[src/hdl/tst_pkg.sv]
`timescale 1ns / 1ps
// ----------------------------------------------------------------------------
// tst_pkg
// Shared widths, constants and sequencer states for the Taylor sine/tangent
// block.
// ----------------------------------------------------------------------------
package tst_pkg;

    localparam int FRAC_BITS   = 20;
    localparam int MAX_TERMS_D = 16;

    localparam int ANGLE_W = 23;
    localparam int OUT_W   = 22;
    localparam int TAN_W   = 32;
    localparam int TC_W    = 5;
    localparam int THR_W   = 10;
    localparam int CFG_W   = 10;

    localparam int TERM_W  = 30;
    localparam int X2_W    = 26;
    localparam int SUM_W   = 34;
    localparam int MAG_W   = 22;
    localparam int S2_W    = 23;
    localparam int ROOT_W  = 21;
    localparam int REM_W   = 22;
    localparam int SUB_W   = 23;
    localparam int DQ_W    = 42;
    localparam int DIVR_W  = 21;
    localparam int MUL_W   = 32;
    localparam int PROD_W  = 64;
    localparam int CNT_W   = 6;

    localparam int DIV_STEPS  = DQ_W;
    localparam int SQRT_STEPS = ROOT_W;

    localparam logic [63:0] PI_Q60 = 64'h3243F6A8885A308D;
    localparam logic [63:0] HALF_PI_W =
        (PI_Q60 + (64'd1 << (60 - FRAC_BITS))) >> (61 - FRAC_BITS);
    localparam logic [63:0] THREE_HALF_PI_W =
        (64'd3 * PI_Q60 + (64'd1 << (60 - FRAC_BITS))) >> (61 - FRAC_BITS);
    localparam logic [ANGLE_W-1:0] HALF_PI       = HALF_PI_W[ANGLE_W-1:0];
    localparam logic [ANGLE_W-1:0] THREE_HALF_PI = THREE_HALF_PI_W[ANGLE_W-1:0];

    localparam logic [0:0] REG_TERM_COUNT = 1'b0;
    localparam logic [0:0] REG_COS_THRESH = 1'b1;

    localparam logic [TC_W-1:0]  TERM_COUNT_RST = 5'd10;
    localparam logic [THR_W-1:0] COS_THRESH_RST = 10'd10;

    typedef enum logic [3:0] {
        ST_IDLE,
        ST_MUL_X2,
        ST_GET_X2,
        ST_TERM_MUL,
        ST_TERM_LOAD,
        ST_TERM_DIV,
        ST_TERM_ACC,
        ST_SINE_MUL,
        ST_SQRT_LOAD,
        ST_SQRT,
        ST_TAN_LOAD,
        ST_TAN_DIV,
        ST_FINISH
    } state_t;

endpackage

[src/hdl/taylor_sine_tangent_top.sv]
`timescale 1ns / 1ps
// ----------------------------------------------------------------------------
// taylor_sine_tangent_top
// Sine by Taylor series, cosine by the Pythagorean identity, tangent as the
// quotient, all on one shared multiplier and one shared compare/subtract unit.
// ----------------------------------------------------------------------------
// One angle (unsigned Q3.20 radians) is taken while in_stall is low and gives
// one transaction of sine, cosine, tangent and an infinite flag. With n series
// terms (term_count capped at MAX_TERMS, at least one), the sequencer runs one
// multiply and one bit-serial division per series term beyond the first, then
// squares the sine, takes the square root and runs the tangent division; the
// next angle can be taken in the cycle after the result is loaded. When the
// tangent is infinite the tangent division is skipped. The bit-serial divider
// serves each term and the tangent. in_stall stays high until the result is
// loaded into the output register, so a stalled output holds the block.
module taylor_sine_tangent_top
    import tst_pkg::*;
#(
    parameter int MAX_TERMS = MAX_TERMS_D
)
(
    input  logic                      clk,
    input  logic                      rst_n,
    input  logic                      in_valid,
    output logic                      in_stall,
    input  logic [ANGLE_W-1:0]        angle,
    output logic                      out_valid,
    input  logic                      out_stall,
    output logic signed [OUT_W-1:0]   sine,
    output logic signed [OUT_W-1:0]   cosine,
    output logic signed [TAN_W-1:0]   tangent,
    output logic                      tangent_infinite,
    input  logic                      cfg_we,
    input  logic [0:0]                cfg_index,
    input  logic [CFG_W-1:0]          cfg_data
);

    localparam int CW   = $clog2(MAX_TERMS + 1);
    localparam int D_W  = 2 * (CW + 1);

    state_t state_reg, state_next;

    logic [TC_W-1:0]          tc_reg;
    logic [THR_W-1:0]         thr_reg;
    logic                     out_valid_reg, out_valid_next;

    logic [ANGLE_W-1:0]       x_reg, x_next;
    logic [X2_W-1:0]          x2_reg, x2_next;
    logic [TERM_W-1:0]        t_reg, t_next;
    logic signed [SUM_W-1:0]  sum_reg, sum_next;
    logic [CW-1:0]            i_reg, i_next;
    logic [CW-1:0]            n_reg, n_next;
    logic [PROD_W-1:0]        prod_reg;
    logic [DQ_W-1:0]          dq_reg, dq_next;
    logic [REM_W-1:0]         rem_reg, rem_next;
    logic [DIVR_W-1:0]        divr_reg, divr_next;
    logic [DQ_W-1:0]          v_reg, v_next;
    logic [ROOT_W-1:0]        root_reg, root_next;
    logic [CNT_W-1:0]         cnt_reg, cnt_next;
    logic                     inf_reg, inf_next;

    logic signed [OUT_W-1:0]  sine_reg, sine_next;
    logic signed [OUT_W-1:0]  cos_reg, cos_next;
    logic signed [TAN_W-1:0]  tan_reg, tan_next;
    logic                     tinf_reg, tinf_next;

    logic                     in_acc;
    logic                     load_out;
    logic [MUL_W-1:0]         mul_a, mul_b;
    logic [SUB_W-1:0]         sub_a, sub_b;
    logic [SUB_W:0]           sub_diff;
    logic                     sub_ge;
    logic signed [OUT_W-1:0]  sine_sat;
    logic signed [OUT_W:0]    sine_ext;
    logic [OUT_W:0]           mag_ext;
    logic [MAG_W-1:0]         smag;
    logic [S2_W-1:0]          s2;
    logic [S2_W-1:0]          cdiff;
    logic [D_W-1:0]           d_val;
    logic [CW:0]              i_dbl;
    logic [CW-1:0]            i_inc;
    logic                     cneg;
    logic                     tneg;
    logic [TAN_W:0]           qsat;
    logic [OUT_W:0]           cmag_ext;

    assign in_acc    = in_valid && !in_stall;
    assign in_stall  = (state_reg != ST_IDLE);
    assign out_valid = out_valid_reg;
    assign sine             = sine_reg;
    assign cosine           = cos_reg;
    assign tangent          = tan_reg;
    assign tangent_infinite = tinf_reg;

    assign load_out = (state_reg == ST_FINISH) && (!out_valid_reg || !out_stall);
    assign i_inc    = i_reg + CW'(1);
    assign i_dbl    = {i_reg, 1'b0};
    assign d_val    = D_W'(i_dbl) * D_W'(i_dbl + (CW + 1)'(1));

    always_comb
    begin
        if (sum_reg > SUM_W'(signed'(2097151)))
            sine_sat = OUT_W'(signed'(2097151));
        else if (sum_reg < -SUM_W'(signed'(2097152)))
            sine_sat = OUT_W'(signed'(-2097152));
        else
            sine_sat = sum_reg[OUT_W-1:0];
    end

    assign sine_ext = {sine_sat[OUT_W-1], sine_sat};
    assign mag_ext  = sine_sat[OUT_W-1] ? (OUT_W + 1)'(-sine_ext) : (OUT_W + 1)'(sine_ext);
    assign smag     = mag_ext[MAG_W-1:0];
    assign s2       = prod_reg[FRAC_BITS +: S2_W];
    assign cdiff    = (S2_W'(1) << FRAC_BITS) > s2 ? (S2_W'(1) << FRAC_BITS) - s2
                                                    : s2 - (S2_W'(1) << FRAC_BITS);
    assign cneg     = (x_reg > HALF_PI) && (x_reg < THREE_HALF_PI);
    assign tneg     = sine_sat[OUT_W-1] ^ cneg;
    assign cmag_ext = {2'b00, root_reg};

    // shared compare/subtract: divider step or square-root step
    always_comb
    begin
        if (state_reg == ST_SQRT)
        begin
            sub_a = {rem_reg[SUB_W-3:0], v_reg[DQ_W-1 -: 2]};
            sub_b = {root_reg, 2'b01};
        end
        else
        begin
            sub_a = {rem_reg, dq_reg[DQ_W-1]};
            sub_b = SUB_W'(divr_reg);
        end
    end

    assign sub_diff = {1'b0, sub_a} - {1'b0, sub_b};
    assign sub_ge   = !sub_diff[SUB_W];

    always_comb
    begin
        case (state_reg)
            ST_MUL_X2:   begin mul_a = MUL_W'(x_reg); mul_b = MUL_W'(x_reg); end
            ST_TERM_MUL: begin mul_a = MUL_W'(t_reg); mul_b = MUL_W'(x2_reg); end
            default:     begin mul_a = MUL_W'(smag);  mul_b = MUL_W'(smag);   end
        endcase
    end

    always_comb
    begin
        state_next = state_reg;
        unique case (state_reg)
            ST_IDLE:      if (in_acc) state_next = ST_MUL_X2;
            ST_MUL_X2:    state_next = ST_GET_X2;
            ST_GET_X2:    state_next = (n_reg > CW'(1)) ? ST_TERM_MUL : ST_SINE_MUL;
            ST_TERM_MUL:  state_next = ST_TERM_LOAD;
            ST_TERM_LOAD: state_next = ST_TERM_DIV;
            ST_TERM_DIV:  if (cnt_reg == CNT_W'(1)) state_next = ST_TERM_ACC;
            ST_TERM_ACC:  state_next = (i_inc < n_reg) ? ST_TERM_MUL : ST_SINE_MUL;
            ST_SINE_MUL:  state_next = ST_SQRT_LOAD;
            ST_SQRT_LOAD: state_next = ST_SQRT;
            ST_SQRT:      if (cnt_reg == CNT_W'(1)) state_next = ST_TAN_LOAD;
            ST_TAN_LOAD:  state_next = inf_next ? ST_FINISH : ST_TAN_DIV;
            ST_TAN_DIV:   if (cnt_reg == CNT_W'(1)) state_next = ST_FINISH;
            ST_FINISH:    if (load_out) state_next = ST_IDLE;
            default:      state_next = ST_IDLE;
        endcase
    end

    always_comb
    begin
        x_next    = x_reg;
        x2_next   = x2_reg;
        t_next    = t_reg;
        sum_next  = sum_reg;
        i_next    = i_reg;
        n_next    = n_reg;
        dq_next   = dq_reg;
        rem_next  = rem_reg;
        divr_next = divr_reg;
        v_next    = v_reg;
        root_next = root_reg;
        cnt_next  = cnt_reg;
        inf_next  = inf_reg;
        qsat      = '0;
        unique case (state_reg)
            ST_IDLE:
            begin
                x_next   = angle;
                t_next   = TERM_W'(angle);
                sum_next = SUM_W'(angle);
                i_next   = CW'(1);
                if (32'(tc_reg) > 32'(MAX_TERMS))
                    n_next = CW'(MAX_TERMS);
                else
                    n_next = CW'(tc_reg);
            end
            ST_GET_X2:
                x2_next = prod_reg[FRAC_BITS +: X2_W];
            ST_TERM_LOAD:
            begin
                dq_next   = prod_reg[FRAC_BITS +: DQ_W];
                rem_next  = '0;
                divr_next = DIVR_W'(d_val);
                cnt_next  = CNT_W'(DIV_STEPS);
            end
            ST_TERM_DIV, ST_TAN_DIV:
            begin
                rem_next = sub_ge ? sub_diff[REM_W-1:0] : sub_a[REM_W-1:0];
                dq_next  = {dq_reg[DQ_W-2:0], sub_ge};
                cnt_next = cnt_reg - CNT_W'(1);
            end
            ST_TERM_ACC:
            begin
                t_next = dq_reg[TERM_W-1:0];
                if (i_reg[0])
                    sum_next = sum_reg - SUM_W'(dq_reg[TERM_W-1:0]);
                else
                    sum_next = sum_reg + SUM_W'(dq_reg[TERM_W-1:0]);
                i_next = i_inc;
            end
            ST_SQRT_LOAD:
            begin
                v_next    = DQ_W'(cdiff) << FRAC_BITS;
                rem_next  = '0;
                root_next = '0;
                cnt_next  = CNT_W'(SQRT_STEPS);
            end
            ST_SQRT:
            begin
                rem_next  = sub_ge ? sub_diff[REM_W-1:0] : sub_a[REM_W-1:0];
                root_next = {root_reg[ROOT_W-2:0], sub_ge};
                v_next    = {v_reg[DQ_W-3:0], 2'b00};
                cnt_next  = cnt_reg - CNT_W'(1);
            end
            ST_TAN_LOAD:
            begin
                inf_next  = (root_reg == '0) || (root_reg < ROOT_W'(thr_reg));
                dq_next   = DQ_W'(smag) << FRAC_BITS;
                rem_next  = '0;
                divr_next = root_reg;
                cnt_next  = CNT_W'(DIV_STEPS);
            end
            default:
            begin
            end
        endcase

        sine_next = sine_sat;
        cos_next  = cneg ? OUT_W'(-cmag_ext) : OUT_W'(cmag_ext);
        tinf_next = inf_reg;
        if (inf_reg)
            tan_next = '0;
        else if (tneg)
        begin
            qsat     = (dq_reg > DQ_W'(33'h080000000)) ? (TAN_W + 1)'(33'h080000000)
                                                        : dq_reg[TAN_W:0];
            tan_next = TAN_W'(-qsat);
        end
        else
            tan_next = (dq_reg > DQ_W'(32'h7FFFFFFF)) ? TAN_W'(32'h7FFFFFFF)
                                                       : dq_reg[TAN_W-1:0];
    end

    always_comb
    begin
        out_valid_next = out_valid_reg;
        if (out_valid_reg && !out_stall)
            out_valid_next = 1'b0;
        if (load_out)
            out_valid_next = 1'b1;
    end

    always_ff @(posedge clk or negedge rst_n)
    begin
        if (!rst_n)
        begin
            state_reg     <= ST_IDLE;
            out_valid_reg <= 1'b0;
            tc_reg        <= TERM_COUNT_RST;
            thr_reg       <= COS_THRESH_RST;
        end
        else
        begin
            state_reg     <= state_next;
            out_valid_reg <= out_valid_next;
            if (cfg_we)
            begin
                unique case (cfg_index)
                    REG_TERM_COUNT: tc_reg  <= cfg_data[TC_W-1:0];
                    REG_COS_THRESH: thr_reg <= cfg_data[THR_W-1:0];
                    default:        tc_reg  <= tc_reg;
                endcase
            end
        end
    end

    always_ff @(posedge clk)
    begin
        x_reg    <= x_next;
        x2_reg   <= x2_next;
        t_reg    <= t_next;
        sum_reg  <= sum_next;
        i_reg    <= i_next;
        n_reg    <= n_next;
        prod_reg <= PROD_W'(mul_a) * PROD_W'(mul_b);
        dq_reg   <= dq_next;
        rem_reg  <= rem_next;
        divr_reg <= divr_next;
        v_reg    <= v_next;
        root_reg <= root_next;
        cnt_reg  <= cnt_next;
        inf_reg  <= inf_next;
        if (load_out)
        begin
            sine_reg <= sine_next;
            cos_reg  <= cos_next;
            tan_reg  <= tan_next;
            tinf_reg <= tinf_next;
        end
    end

endmodule
[config.mk]
export PLATFORM = sky130hd
export DESIGN_NAME = taylor_sine_tangent_top
export DESIGN_NICKNAME = d
export VERILOG_FILES = /design/src/hdl/tst_pkg.sv /design/src/hdl/taylor_sine_tangent_top.sv
export SDC_FILE = /design/constraint.sdc
export NUM_CORES = 2
export LEC_CHECK = 0
export BUFFER_PORTS_ARGS = -buffer_cell sky130_fd_sc_hd__buf_2
export CAP_MARGIN = 5
export CORE_ASPECT_RATIO = 1.1
export CORE_MARGIN = 8
export CORE_UTILIZATION = 40
export CTS_CLUSTER_SIZE = 14
export DETAILED_ROUTE_END_ITERATION = 8
export MAX_ROUTING_LAYER = met4
export PLACE_DENSITY_LB_ADDON = 0.1
export SYNTH_ARGS = -nofsm -noshare
export SYNTH_HDL_FRONTEND = slang
export SYNTH_SLANG_ARGS = --single-unit
[constraint.sdc]
create_clock -name clk -period 10.6 [get_ports clk]
set_input_delay 2.12 -clock clk [delete_from_list [all_inputs] [get_ports clk]]
set_output_delay 2.12 -clock clk [all_outputs]
set_load 0.02 [all_outputs]
==> results.md <==
- Outcome: complete, no violations
- Largest net degree at the start of global routing: 70
- Gp weighted congestion: 0.962
- Initial DRC count: 2957
- Hold/Removal Path Class: reg -> reg
- Least-Margin Pin Slew: 1.18 ns
- Hold path cells: 1
- WL per Instance: ~24 microns
- Final setup TNS: 0 ns
- DR pass1 iterations: 8
- Synth cell types: 89
- First-pass GRT wire length: about 250 mm
- Post-synth EDFFs: 334
- Hold-fix buffers, CTS: 0
- Std cell rows: roughly 130
- Total setup buffers inserted after CTS: 0
- Antenna Nets Post-Route: 0
- Clk slew on worst S/H paths: 0.06 ns
- Syn nets: between 6000 and 7000
- Worst-skew pair later-pin latency: 0.62 ns
- Crit Reg-Reg Startpoint: sum_reg[29]
- Max_cap viols: 0
- Layout cell share with drive strength beyond 1: 8.27%
- Netlist Area Pre-Place: 47300 sq um
- Slew margin rel.: 21.1%
- Number of I/O port buffers: about 120
- Fmax: 98.1 MHz
- CTS Buf Count: 45
- DRC: 0
- Initial Util: 40.2%
- Crit. End Element: flip-flop
- Synth Register Bits: between 300 and 400
- Critical path's slowest cell: a211oi_1
- Clk Tree Root Cell: clkbuf_16
- WS Path Type: reg -> reg
- Worst clock skew: 0.0408 ns
- Via count: 37900
- Max Root-Sink Buffers: 3
- Most common cell on crit path: fa_1
- Final Hold Viols: 0
- WP data arrival: 10.66 ns
- Fin. max-slew vios: 0
- Hold_sp: thr_reg[4]
- Startpoint Class: flip-flop
- R2R depth: 35
- Seq/Total Area, Yosys: 23.8%
- Die X: 344 microns
- RR Endpoint: prod_reg[36]
- Final Setup Violations: 0
- Unrepaired setup endpoints after global routing: no
- Number of global-route vias before repair: 38800
- Register-to-register setup slack: 0.40 ns
- CORE AREA: ~120000 sq um
- Full die area: 130000 sq um
- CTS tree: yes
- Area growth syn-to-layout: 9.13%
- Avg Cell Area, Syn: 8.98 sq um
- All-Layer GR Usage: 26.2%
- Crit path max fanout: 30
- Post-synthesis cell count: 5268
- Period utilization: a little over nine tenths
- Hold Path Sink: thr_reg[4]
- Yosys Warn Count: 0
- Final nets: 6310
- Final Critical Period: slightly above 10 ns
- Drt via density: approximately 5.5
- Asr flop ratio synth: 5.12%
- Post-synth top flop: edfxtp_1
- Overflow after GRT: 0
- Clk sinks: 391
- Initial antenna violation count: 2
- Post-CTS Resized: 0
- I/O pin count: 118
- Die Y: 377 microns
- Worst EP required: 11.06 ns
- Max FFs per register: 42
- Highest cell delay on the worst timing path: 0.70 ns
- Total Wirelength: between 150 and 200 mm
- Final HPWL DP: 132 mm
- Htree depth: 2
## cell usage in the layout, fill, tap and decap left out, types with 76 or more instances in the layout
master    netlist  routed
fa_1          678     678
a21o_1         84      82
o21ai_0       132     131
and2_1         76      76
xnor2_1       100     100
buf_2          17     117
inv_1         791     791
ha_1          284     284
a21oi_1       240     230
buf_4           0     162
edfxtp_1      334     334
nor2_1        682     679
nand3_1        85      85
nand2_1       678     677
## Yosys cell counts (34+ instances only)
| library cell | number | area [sq um] |
|---|---|---|
| nor3_1 | 74 | 370 |
| nand2b_1 | 36 | 225 |
| and2_1 | 76 | 475 |
| nand3_1 | 85 | 425 |
| edfxtp_1 | 334 | 10000 |
| ha_1 | 284 | 3550 |
| o21ai_1 | 55 | 275 |
| inv_1 | 791 | 2970 |
| a21oi_1 | 240 | 1200 |
| fa_1 | 678 | 13600 |
| a21o_1 | 84 | 631 |
| and3_1 | 39 | 244 |
| xor2_1 | 61 | 534 |
| or3_1 | 34 | 213 |
| o21ai_0 | 132 | 661 |
| clkbuf_1 | 247 | 927 |
| dfxtp_1 | 37 | 741 |
| nor2_1 | 682 | 2560 |
| xnor2_1 | 100 | 876 |
| nand2_1 | 678 | 2540 |
## metrics by stage
| stage | worst slack, ns | utilization, % | cells | hold WS [ns] | instance area, sq um |
|---|---|---|---|---|---|
| floorplan | 1.34 | - | 5268 | 0.409 | 47300 |
| finish | 0.404 | 43.9 | 6887 | 0.508 | 51700 |
| global route | 0.0310 | 43.9 | 6887 | 0.523 | 51700 |
| CTS | 0.313 | 43.9 | 6885 | 0.511 | 51600 |
| detailed placement | 0.338 | 42.6 | 6802 | 0.498 | 50100 |
| global placement | 0.386 | 42.6 | 6802 | 0.494 | 50100 |
## area by class of cell
cell class | instances | area, sq um
Timing Repair Buffer | 283 | 1880
Inverter | 792 | 2970
Tap cell | 1541 | 1930
Fill cell | 11800 | 65900
Multi-Input combinational cell | 3796 | 32100
Clock buffer | 63 | 1270
Antenna cell | 1 | 2.50
Sequential cell | 391 | 11300
Clock inverter | 20 | 199
## worst max-delay path: cells and delay by family (launching register included)
family          cells  cell delay (ns)
compound gates     14             3.69
fa+ha+maj           9             4.22
buf+inv             7             0.66
flops               1             0.43
simple gates        5             1.00
## per-layer routing
metal  up-vias  global-route usage [%]  share of wire, %
met5         -                       -                 0
met4         0                    8.15               3.7
met3       272                    2.65               5.5
met2      1224                    42.3                48
met1     19300                    34.9                43
li1      17100                       -                 -
## cells by family (layout without fill, tap and decap cells)
group                      Yosys count  in the layout  share of synthesized area (%)
and+or+nand+nor                   1860           1860                           17.2
AOI/OAI and AO/OA                  787            787                           10.5
adders and majority gates          962            962                           36.2
xor gates and xnor gates           161            161                           2.98
muxes                               26             26                          0.603
other                                0              1                              0
DFF                                391            391                           23.8
buffers and inverters             1081           1158                           8.64
## how the worst max path moves through the flow
stage                           start           end  slack (ns)  cells past startpoint
after floorplan           sum_reg[22]  prod_reg[55]        1.34                     37
after global placement     sum_reg[2]  prod_reg[55]        0.39                     30
after detailed placement   sum_reg[2]  prod_reg[55]        0.34                     28
after CTS                  sum_reg[2]  prod_reg[55]        0.31                     28
after global routing      sum_reg[22]  prod_reg[44]        0.03                     33
final                     sum_reg[29]  prod_reg[36]        0.40                     35
Power is not shown: default switching activity piles up to over one toggle a cycle in this logic, so the estimate is an artifact.
